**src/rtl/core/lcc_pkg.sv**
```systemverilog
// ----------------------------------------------------------------------------
// lcc_pkg
// Shared widths, step counts, brand codes and digit helpers of the card
// number classifier.
// ----------------------------------------------------------------------------
package lcc_pkg;

	localparam int CARD_W        = 63;
	localparam int DIGITS        = 20;
	localparam int BCD_W         = DIGITS * 4;
	localparam int BITS_PER_STEP = 3;
	localparam int CONV_STEPS    = CARD_W / BITS_PER_STEP;
	localparam int SCAN_STEPS    = DIGITS / 2;
	localparam int STEP_W        = $clog2(CONV_STEPS);
	localparam int COUNT_W       = 5;
	localparam int PREFIX_W      = 7;
	localparam int REM_W         = 4;
	localparam int BRAND_W       = 2;

	localparam logic [BRAND_W-1:0] BRAND_INVALID = 2'd0;
	localparam logic [BRAND_W-1:0] BRAND_LEN15   = 2'd1;
	localparam logic [BRAND_W-1:0] BRAND_LEN16   = 2'd2;
	localparam logic [BRAND_W-1:0] BRAND_FOUR    = 2'd3;

	localparam logic [COUNT_W-1:0]  LEN_13       = 5'd13;
	localparam logic [COUNT_W-1:0]  LEN_15       = 5'd15;
	localparam logic [COUNT_W-1:0]  LEN_16       = 5'd16;
	localparam logic [PREFIX_W-1:0] PFX_34       = 7'd34;
	localparam logic [PREFIX_W-1:0] PFX_37       = 7'd37;
	localparam logic [PREFIX_W-1:0] PFX_51       = 7'd51;
	localparam logic [PREFIX_W-1:0] PFX_55       = 7'd55;
	localparam logic [PREFIX_W-1:0] PFX_FOUR     = 7'd4;
	localparam logic [3:0]          DIGIT_FOUR   = 4'd4;

	typedef struct packed {
		logic load;
		logic conv;
		logic scan;
		logic out_load;
	} lcc_cmd_t;

	// doubled digit folded back to one digit
	function automatic logic [3:0] luhn_double(input logic [3:0] d);
		logic [4:0] t;
		t = {d, 1'b0};
		if (t > 5'd9)
			t = t - 5'd9;
		return t[3:0];
	endfunction

	// leading two digits, or four when the first digit is four
	function automatic logic [PREFIX_W-1:0] lead_prefix(input logic [3:0] top,
		input logic [3:0] second);
		logic [PREFIX_W-1:0] v;
		v = ({3'b000, top} * 7'd10) + {3'b000, second};
		if (top == DIGIT_FOUR)
			v = PFX_FOUR;
		return v;
	endfunction

	function automatic logic [BRAND_W-1:0] brand_of(input logic ok,
		input logic [COUNT_W-1:0] len, input logic [PREFIX_W-1:0] pfx);
		logic [BRAND_W-1:0] b;
		b = BRAND_INVALID;
		if (ok) begin
			if (len == LEN_15 && (pfx == PFX_34 || pfx == PFX_37))
				b = BRAND_LEN15;
			else if (len == LEN_16 && pfx >= PFX_51 && pfx <= PFX_55)
				b = BRAND_LEN16;
			else if ((len == LEN_13 || len == LEN_16) && pfx == PFX_FOUR)
				b = BRAND_FOUR;
		end
		return b;
	endfunction

endpackage

```
**src/rtl/core/lcc_if.sv**
```systemverilog
// ----------------------------------------------------------------------------
// lcc channels
// Valid/ready channels for card numbers in and classification results out.
// ----------------------------------------------------------------------------
interface lcc_in_if;
	logic                        valid;
	logic                        ready;
	logic [lcc_pkg::CARD_W-1:0]  card_number;

	modport source(output valid, output card_number, input ready);
	modport sink(input valid, input card_number, output ready);
endinterface

interface lcc_out_if;
	logic                          valid;
	logic                          ready;
	logic [lcc_pkg::BRAND_W-1:0]   brand_class;
	logic                          luhn_ok;
	logic [lcc_pkg::REM_W-1:0]     luhn_remainder;
	logic [lcc_pkg::COUNT_W-1:0]   digit_count;
	logic [lcc_pkg::PREFIX_W-1:0]  leading_prefix;

	modport source(output valid, output brand_class, output luhn_ok,
		output luhn_remainder, output digit_count, output leading_prefix, input ready);
	modport sink(input valid, input brand_class, input luhn_ok,
		input luhn_remainder, input digit_count, input leading_prefix, output ready);
endinterface

```
**src/rtl/core/lcc_ctrl.sv**
```systemverilog
// ----------------------------------------------------------------------------
// lcc_ctrl
// Sequencer: accepts an item, runs the conversion and digit scan steps, then
// loads the result register once it is free.
// ----------------------------------------------------------------------------
module lcc_ctrl (
	input  logic              clk,
	input  logic              arst_n,
	input  logic              in_valid,
	output logic              in_ready,
	input  logic              out_ready,
	output logic              out_valid,
	output lcc_pkg::lcc_cmd_t cmd
);

	typedef enum logic [3:0] {
		ST_IDLE = 4'b0001,
		ST_CONV = 4'b0010,
		ST_SCAN = 4'b0100,
		ST_FIN  = 4'b1000
	} lcc_state_t;

	localparam logic [lcc_pkg::STEP_W-1:0] CONV_LAST = lcc_pkg::STEP_W'(lcc_pkg::CONV_STEPS - 1);
	localparam logic [lcc_pkg::STEP_W-1:0] SCAN_LAST = lcc_pkg::STEP_W'(lcc_pkg::SCAN_STEPS - 1);

	lcc_state_t                  state_q, state_d;
	logic [lcc_pkg::STEP_W-1:0]  step_q, step_d;
	logic                        out_valid_q;

	assign in_ready  = (state_q == ST_IDLE);
	assign out_valid = out_valid_q;

	always_comb begin
		state_d      = state_q;
		step_d       = step_q;
		cmd          = '0;
		case (state_q)
			ST_IDLE: begin
				if (in_valid) begin
					cmd.load = 1'b1;
					step_d   = '0;
					state_d  = ST_CONV;
				end
			end
			ST_CONV: begin
				cmd.conv = 1'b1;
				step_d   = step_q + 1'b1;
				if (step_q == CONV_LAST) begin
					step_d  = '0;
					state_d = ST_SCAN;
				end
			end
			ST_SCAN: begin
				cmd.scan = 1'b1;
				step_d   = step_q + 1'b1;
				if (step_q == SCAN_LAST) begin
					step_d  = '0;
					state_d = ST_FIN;
				end
			end
			ST_FIN: begin
				// result register free or being emptied this cycle
				if (!out_valid_q || out_ready) begin
					cmd.out_load = 1'b1;
					state_d      = ST_IDLE;
				end
			end
			default: begin
				state_d = ST_IDLE;
				step_d  = '0;
			end
		endcase
	end

	always_ff @(posedge clk or negedge arst_n) begin
		if (!arst_n) begin
			state_q     <= ST_IDLE;
			step_q      <= '0;
			out_valid_q <= 1'b0;
		end else begin
			state_q <= state_d;
			step_q  <= step_d;
			if (cmd.out_load)
				out_valid_q <= 1'b1;
			else if (out_ready)
				out_valid_q <= 1'b0;
		end
	end

endmodule

```
**src/rtl/core/lcc_datapath.sv**
```systemverilog
// ----------------------------------------------------------------------------
// lcc_datapath
// Binary to decimal conversion three bits a step, then a digit scan two
// digits a step for the Luhn sum, digit count and leading prefix.
// ----------------------------------------------------------------------------
module lcc_datapath (
	input  logic                          clk,
	input  lcc_pkg::lcc_cmd_t             cmd,
	input  logic [lcc_pkg::CARD_W-1:0]    card_number,
	output logic [lcc_pkg::BRAND_W-1:0]   brand_class,
	output logic                          luhn_ok,
	output logic [lcc_pkg::REM_W-1:0]     luhn_remainder,
	output logic [lcc_pkg::COUNT_W-1:0]   digit_count,
	output logic [lcc_pkg::PREFIX_W-1:0]  leading_prefix
);

	logic [lcc_pkg::CARD_W-1:0]    bin_q, bin_nx;
	logic [lcc_pkg::BCD_W-1:0]     bcd_q, bcd_nx;
	logic [lcc_pkg::REM_W-1:0]     rem_q, rem_nx;
	logic [lcc_pkg::COUNT_W-1:0]   pos_q;
	logic [lcc_pkg::COUNT_W-1:0]   cnt_q, cnt_nx;
	logic [lcc_pkg::PREFIX_W-1:0]  pfx_q, pfx_nx;
	logic [3:0]                    prev_q;
	logic [3:0]                    lo, hi;
	logic [4:0]                    sum5;

	logic [lcc_pkg::BRAND_W-1:0]   brand_q;
	logic                          ok_q;
	logic [lcc_pkg::REM_W-1:0]     out_rem_q;
	logic [lcc_pkg::COUNT_W-1:0]   out_cnt_q;
	logic [lcc_pkg::PREFIX_W-1:0]  out_pfx_q;

	// shift-and-add-three, three bits per step
	always_comb begin
		bcd_nx = bcd_q;
		bin_nx = bin_q;
		for (int s = 0; s < lcc_pkg::BITS_PER_STEP; s++) begin
			for (int d = 0; d < lcc_pkg::DIGITS; d++) begin
				if (bcd_nx[d*4 +: 4] >= 4'd5)
					bcd_nx[d*4 +: 4] = bcd_nx[d*4 +: 4] + 4'd3;
			end
			{bcd_nx, bin_nx} = {bcd_nx[lcc_pkg::BCD_W-2:0], bin_nx, 1'b0};
		end
	end

	// low digit at an even place, high digit at the next (doubled) place
	assign lo = bcd_q[3:0];
	assign hi = bcd_q[7:4];

	always_comb begin
		sum5 = {1'b0, rem_q} + {1'b0, lo} + {1'b0, lcc_pkg::luhn_double(hi)};
		if (sum5 >= 5'd20)
			sum5 = sum5 - 5'd20;
		else if (sum5 >= 5'd10)
			sum5 = sum5 - 5'd10;
		rem_nx = sum5[3:0];

		cnt_nx = cnt_q;
		pfx_nx = pfx_q;
		if (hi != 4'd0) begin
			cnt_nx = pos_q + 5'd2;
			pfx_nx = lcc_pkg::lead_prefix(hi, lo);
		end else if (lo != 4'd0) begin
			cnt_nx = pos_q + 5'd1;
			if (pos_q == '0)
				pfx_nx = {3'b000, lo};
			else
				pfx_nx = lcc_pkg::lead_prefix(lo, prev_q);
		end
	end

	always_ff @(posedge clk) begin
		if (cmd.load) begin
			bin_q  <= card_number;
			bcd_q  <= '0;
			rem_q  <= '0;
			pos_q  <= '0;
			cnt_q  <= '0;
			pfx_q  <= '0;
			prev_q <= '0;
		end else if (cmd.conv) begin
			bin_q <= bin_nx;
			bcd_q <= bcd_nx;
		end else if (cmd.scan) begin
			bcd_q  <= {8'h00, bcd_q[lcc_pkg::BCD_W-1:8]};
			rem_q  <= rem_nx;
			pos_q  <= pos_q + 5'd2;
			cnt_q  <= cnt_nx;
			pfx_q  <= pfx_nx;
			prev_q <= hi;
		end
	end

	always_ff @(posedge clk) begin
		if (cmd.out_load) begin
			brand_q   <= lcc_pkg::brand_of(rem_q == '0, cnt_q, pfx_q);
			ok_q      <= (rem_q == '0);
			out_rem_q <= rem_q;
			out_cnt_q <= cnt_q;
			out_pfx_q <= pfx_q;
		end
	end

	assign brand_class    = brand_q;
	assign luhn_ok        = ok_q;
	assign luhn_remainder = out_rem_q;
	assign digit_count    = out_cnt_q;
	assign leading_prefix = out_pfx_q;

endmodule

```
**src/rtl/core/luhn_card_number_classifier_core.sv**
```systemverilog
// ----------------------------------------------------------------------------
// luhn_card_number_classifier_core
// Luhn mod-10 check with digit count, leading prefix and card brand class.
// ----------------------------------------------------------------------------
// card_in carries one 63-bit binary card number per item; result_out carries
// the brand class, Luhn pass flag, Luhn remainder, digit count and prefix.
// Both channels move an item when valid and ready are high at a clock edge.
// An item runs through the accept cycle, 21 steps of binary to decimal
// conversion at three bits a step, 10 digit scan steps at two digits a step,
// and a final state that loads the result register. The result is valid from
// the edge that ends that final state, and a new item is taken in the cycle
// after that, so the block takes no new item until the last result is loaded.
// The result sits in its own register: a stalled receiver does not hold up
// the work on the next item, only its final load into the result register.
// card_in.ready is high only while the sequencer is idle.
// Reset clears the sequencer and the result valid flag; no clearing pass.
// ----------------------------------------------------------------------------
module luhn_card_number_classifier_core (
	input  logic       clk,
	input  logic       arst_n,
	lcc_in_if.sink     card_in,
	lcc_out_if.source  result_out
);

	lcc_pkg::lcc_cmd_t cmd;

	lcc_ctrl u_ctrl (
		.clk       (clk),
		.arst_n    (arst_n),
		.in_valid  (card_in.valid),
		.in_ready  (card_in.ready),
		.out_ready (result_out.ready),
		.out_valid (result_out.valid),
		.cmd       (cmd)
	);

	lcc_datapath u_datapath (
		.clk            (clk),
		.cmd            (cmd),
		.card_number    (card_in.card_number),
		.brand_class    (result_out.brand_class),
		.luhn_ok        (result_out.luhn_ok),
		.luhn_remainder (result_out.luhn_remainder),
		.digit_count    (result_out.digit_count),
		.leading_prefix (result_out.leading_prefix)
	);

	// only one item in work at a time
	assert property (@(posedge clk) disable iff (!arst_n)
		(card_in.valid && card_in.ready) |=> !card_in.ready)
		else $error("second item taken while one is in work");

	assert property (@(posedge clk) disable iff (!arst_n)
		(result_out.valid && !result_out.luhn_ok) |->
		(result_out.brand_class == lcc_pkg::BRAND_INVALID))
		else $error("brand given to a number that fails the checksum");

	assert property (@(posedge clk) disable iff (!arst_n)
		result_out.valid |-> (result_out.luhn_ok == (result_out.luhn_remainder == '0)))
		else $error("pass flag disagrees with remainder");

	assert property (@(posedge clk) disable iff (!arst_n)
		(result_out.valid && result_out.digit_count == '0) |->
		(result_out.leading_prefix == '0 &&
		result_out.brand_class == lcc_pkg::BRAND_INVALID))
		else $error("zero number with a prefix or brand");

endmodule
```
**src/flat_wrapper.sv**
```systemverilog
// flat-port wrapper written by rule: the top's interface ports become plain ports
module luhn_card_number_classifier_core_flat 
  (clk, arst_n, card_in_valid, card_in_card_number, card_in_ready, result_out_valid, result_out_brand_class, result_out_luhn_ok, result_out_luhn_remainder, result_out_digit_count, result_out_leading_prefix, result_out_ready);
  lcc_in_if card_in_i ();
  lcc_out_if result_out_i ();
  input  logic clk;
  input  logic arst_n;
  input wire logic [$bits(card_in_i.valid)-1:0] card_in_valid;
  input wire logic [$bits(card_in_i.card_number)-1:0] card_in_card_number;
  output wire logic [$bits(card_in_i.ready)-1:0] card_in_ready;
  output wire logic [$bits(result_out_i.valid)-1:0] result_out_valid;
  output wire logic [$bits(result_out_i.brand_class)-1:0] result_out_brand_class;
  output wire logic [$bits(result_out_i.luhn_ok)-1:0] result_out_luhn_ok;
  output wire logic [$bits(result_out_i.luhn_remainder)-1:0] result_out_luhn_remainder;
  output wire logic [$bits(result_out_i.digit_count)-1:0] result_out_digit_count;
  output wire logic [$bits(result_out_i.leading_prefix)-1:0] result_out_leading_prefix;
  input wire logic [$bits(result_out_i.ready)-1:0] result_out_ready;
  assign card_in_i.valid = card_in_valid;
  assign card_in_i.card_number = card_in_card_number;
  assign card_in_ready = card_in_i.ready;
  assign result_out_valid = result_out_i.valid;
  assign result_out_brand_class = result_out_i.brand_class;
  assign result_out_luhn_ok = result_out_i.luhn_ok;
  assign result_out_luhn_remainder = result_out_i.luhn_remainder;
  assign result_out_digit_count = result_out_i.digit_count;
  assign result_out_leading_prefix = result_out_i.leading_prefix;
  assign result_out_i.ready = result_out_ready;
  luhn_card_number_classifier_core u_core (.clk(clk), .arst_n(arst_n), .card_in(card_in_i), .result_out(result_out_i));
endmodule
```
**config.mk**
```make
export PLATFORM = sky130hd
export DESIGN_NAME = luhn_card_number_classifier_core_flat
export DESIGN_NICKNAME = d
export VERILOG_FILES = /design/src/rtl/core/lcc_pkg.sv /design/src/rtl/core/lcc_if.sv /design/src/rtl/core/lcc_ctrl.sv /design/src/rtl/core/lcc_datapath.sv /design/src/rtl/core/luhn_card_number_classifier_core.sv /design/src/flat_wrapper.sv
export SDC_FILE = /design/constraint.sdc
export NUM_CORES = 1
export LEC_CHECK = 0
export BUFFER_PORTS_ARGS = -buffer_cell sky130_fd_sc_hd__buf_2
export CAP_MARGIN = 20
export CORE_MARGIN = 2
export CORE_UTILIZATION = 40
export DETAILED_ROUTE_END_ITERATION = 8
export HOLD_SLACK_MARGIN = 0.02
export SLEW_MARGIN = 10
export SYNTH_ARGS = -nofsm -noshare
export SYNTH_HDL_FRONTEND = slang
export SYNTH_HIERARCHICAL = 1
export SYNTH_SLANG_ARGS = --single-unit
```
**constraint.sdc**
```tcl
create_clock -name clk -period 4.8 [get_ports clk]
set_input_delay 0.96 -clock clk [delete_from_list [all_inputs] [get_ports clk]]
set_output_delay 0.96 -clock clk [all_outputs]
set_load 0.01 [all_outputs]
```
==> results_dict.tcl <==
set metrics [dict create \
    number_of_h_tree_levels 4 \
    totalNegativeSetupSlack_ps 0 \
    portBuffers 87 \
    syn2layout_area_growth_pct 9.488 \
    layout.filler_cells 3765 \
    max_stage_delay_ps 480 \
    ys_ff_latch 196 \
    power_per_standard_cell_area_nw_per_um2 793.0 \
    yosysSeqAreaShare_pct 30.98 \
    die_width_um 200.7 \
    fp.dieArea_um2 40290 \
    n_antenna_cell 0 \
    final_min_period_over_clock_period_pct 86.70 \
    required_ps 5160 \
    postCtsResizedCells 0 \
    total_leakage_power_nw 6.596 \
    core-area_um2 38470 \
    finalCoreUtilization_pct 44.06 \
    postSynth.topFlopCell "dfxtp_1" \
    routabilityCongestion 0.8423 \
    critical_path.n_buffers_inverters 4 \
    hold_path.class "primary input to asynchronous set/reset pin" \
    crit_family "adder cells" \
    die_height_um 200.7 \
    rsz0062_at_grt "no" \
    avgSynthCellArea_um2 8.985 \
    finalWorstSetupSlack_ps 638.5 \
    cts_sinks 196 \
    worst_path_max_delay_cell "fa_1" \
    cts_buf_count 17 \
    detail-route-antenna-nets 0 \
    cpMostUsedCell "inv_1" \
    totalPowerFinal_mw 13.44 \
    initial_antenna_violation_count 0 \
    grt_use_total_pct 17.43 \
    layout_cell_share_with_drive_strength_beyond_1_pct 14.37 \
    max_freq_mhz 240.3 \
    hold_violations 0 \
    dp_slack_ps 713.1 \
    tightestPinTransition_ps 1021 \
    sequential_cell_area_um2 4796 \
    cts_tree "done" \
    floorplan.rows 72 \
    critPathLaunchType "register" \
    grt_first_pass_wirelength_um 59170 \
    drt-pass1-iter-count 5 \
    path_class "register to register" \
    yosysWarningCount 6 \
    clockBufferDepth 2 \
    layout_min_cycle_time_ps 4161 \
    cts_setup_buffers 0 \
    multiInputGateArea_um2 9867 \
    finalHoldWorstSlack_ps 362.9 \
    crit_chain "inv_1 -> ha_1 -> inv_1 -> a21oi_1 -> xnor2_1 -> fa_1 -> inv_1 -> ha_1 -> fa_1 -> xor2_1 -> inv_1 -> ha_1 -> nor3b_1 -> o31ai_1 -> nand2_1 -> xnor2_1 -> a211oi_1" \
    clockRootBuffer "clkbuf_16" \
    drc 0 \
    crit_arrival_ps 4530 \
    wl_per_cell_um 15.24 \
    io_pins 88 \
    detailed_place_hpwl_um 24860 \
    mappedNetlistNets 1907 \
    yosysUniqueCellTypes 92 \
    outcome "finished, final reports clean" \
    via_count 12761 \
    cp_max_fo 7 \
    worst_setup_path_end_kind "register" \
    synth_area_um2 15480 \
    slew_viol_final 0 \
    fin_worst_skew_ps 16.25 \
    initial_utilization_pct 40.25 \
    ctsHoldBuffers 0 \
    synth-edff-count 82 \
    finalWirelength_um 35050 \
    drt_iter0_markers 655 \
    largest_net_degree_at_the_start_of_global_routing 69 \
    routed_via_density 5.548 \
    ir_worst_vdd_mv 0.4080 \
    cts.reportedPaths.clkPinSlew_ps 80 \
    grt_pass1_vias 12140 \
    globalRoute.totalOverflow 0 \
    nets 1953 \
    cap_viol_max_count 0 \
    post_synth_inst_count 1723 \
    maxSlewHeadroom_pct 31.70 \
    setup_viol 0 \
    clock_latency_ps 450 \
    async_reset_ff_share_pct 5.102 \
]
==> synth_stat cells, types with 8 or more instances <==
library cell | instances | area [µm²]
dfrtp_1 | 9 | 225.2
a32oi_1 | 9 | 78.83
nand2_1 | 102 | 382.9
inv_1 | 136 | 510.5
xor2_1 | 12 | 105.1
and2_1 | 11 | 68.82
edfxtp_1 | 82 | 2462
o211a_1 | 23 | 230.2
xnor2_1 | 50 | 437.9
nor2b_1 | 39 | 244.0
a21o_1 | 27 | 202.7
nor2_1 | 105 | 394.1
nand4_1 | 12 | 75.07
a211oi_1 | 56 | 420.4
dfxtp_1 | 104 | 2082
mux2i_1 | 90 | 900.9
a21oi_1 | 128 | 640.6
nand3b_1 | 8 | 60.06
a2bb2oi_1 | 8 | 70.07
o21a_1 | 13 | 97.59
o21ai_0 | 117 | 585.6
nor3b_1 | 29 | 217.7
nor3_1 | 23 | 115.1
fa_1 | 9 | 180.2
clkbuf_1 | 51 | 191.4
a31oi_1 | 25 | 156.4
buf_2 | 14 | 70.07
ha_1 | 108 | 1351
nand3_1 | 8 | 40.04
o21bai_1 | 11 | 82.58
nand2b_1 | 39 | 244.0
a221oi_1 | 12 | 105.1
mux2_2 | 86 | 968.4
a311oi_1 | 19 | 166.4
==> where the power goes <==
part / internal, mW / switching [mW]
Clock: 0.695 / 0.740
Sequential: 2.39 / 0.531
Combinational: 3.85 / 5.24
Total: 6.93 / 6.51
==> per-stage QoR <==
| stage | instance area, µm² | cells |
|---|---|---|
| floorplan | 15480 | 1723 |
| global placement | 16370 | 2268 |
| detailed placement | 16370 | 2268 |
| CTS | 16950 | 2300 |
| global route | 16950 | 2300 |
| finish | 16950 | 2300 |
==> cells in the final DEF (no fill, tap or decap), drive strengths merged, types with 13 or more instances in the layout <==
| master | Yosys | routed |
|---|---|---|
| a21oi | 133 | 133 |
| o21ai | 125 | 125 |
| a31oi | 25 | 25 |
| clkbuf | 52 | 17 |
| nand2b | 39 | 39 |
| dfxtp | 104 | 104 |
| ha | 108 | 108 |
| nand2 | 102 | 102 |
| a211oi | 56 | 56 |
| o21a | 13 | 13 |
| buf | 20 | 99 |
| edfxtp | 82 | 82 |
| o211a | 23 | 23 |
| inv | 137 | 146 |
| a21o | 27 | 27 |
| nor3b | 29 | 29 |
| mux2 | 86 | 86 |
| nor2b | 40 | 40 |
| nor3 | 23 | 23 |
| xnor2 | 52 | 52 |
| mux2i | 90 | 90 |
| nor2 | 105 | 105 |
| a311oi | 20 | 20 |
==> state kept, by name (all words and copies together), names as in the netlist, 5 cells and up <==
| name | cells |
|---|---|
| u_core/u_ctrl/step_q | 5 |
| u_core/u_datapath/bcd_q | 80 |
| u_core/u_datapath/bin_q | 63 |
| u_core/u_datapath/cnt_q | 5 |
| u_core/u_datapath/digit_count | 5 |
| u_core/u_datapath/leading_prefix | 7 |
| u_core/u_datapath/pfx_q | 7 |
==> per-layer routing <==
layer	track usage, %	vias to the layer above	wire length (µm)
met3	2.468	24	1165
met4	4.233	0	393
met1	23.52	6084	16980
met5	0	-	0
met2	29.45	199	16510
li1	-	6454	-
==> final timing paths <==
kind / start / end / slack (ps) / depth (start not counted)
hold reg to reg: u_core/u_datapath/prev_q[0]$_SDFFE_PP0P_ / u_core/u_datapath/prev_q[0]$_SDFFE_PP0P_ / 460 / 2
setup / recovery: u_core/u_datapath/bcd_q[5]$_SDFFE_PP0P_ / u_core/u_datapath/rem_q[1]$_SDFFE_PP0P_ / 640 / 17
setup reg to reg: u_core/u_datapath/bcd_q[5]$_SDFFE_PP0P_ / u_core/u_datapath/rem_q[1]$_SDFFE_PP0P_ / 640 / 17
max in group asynchronous: arst_n / u_core/u_ctrl/state_q[0]$_DFFE_PN1P_ / 4180 / 1
hold / removal: arst_n / u_core/u_ctrl/step_q[2]$_DFFE_PN0P_ / 360 / 1
min in group clk: u_core/u_datapath/prev_q[0]$_SDFFE_PP0P_ / u_core/u_datapath/prev_q[0]$_SDFFE_PP0P_ / 460 / 2
==> cell families after synthesis <==
kind of cell | after synthesis | share of synthesized area [%]
buf+inv | 210 | 5.310
xor+xnor | 64 | 3.718
compound gates | 544 | 23.76
flops | 196 | 30.98
mux | 176 | 12.07
fa+ha+maj | 117 | 9.893
simple gates | 416 | 14.27
==> layout make-up <==
cell class	count	area share, %
Clock inverter	15	0.9006
Clock buffer	17	2.510
Timing Repair Buffer	99	3.174
Tap cell	518	3.824
Sequential cell	196	28.29
Inverter	138	3.086
Multi-Input combinational cell	1317	58.21
Power figures use the tool's default switching activity.
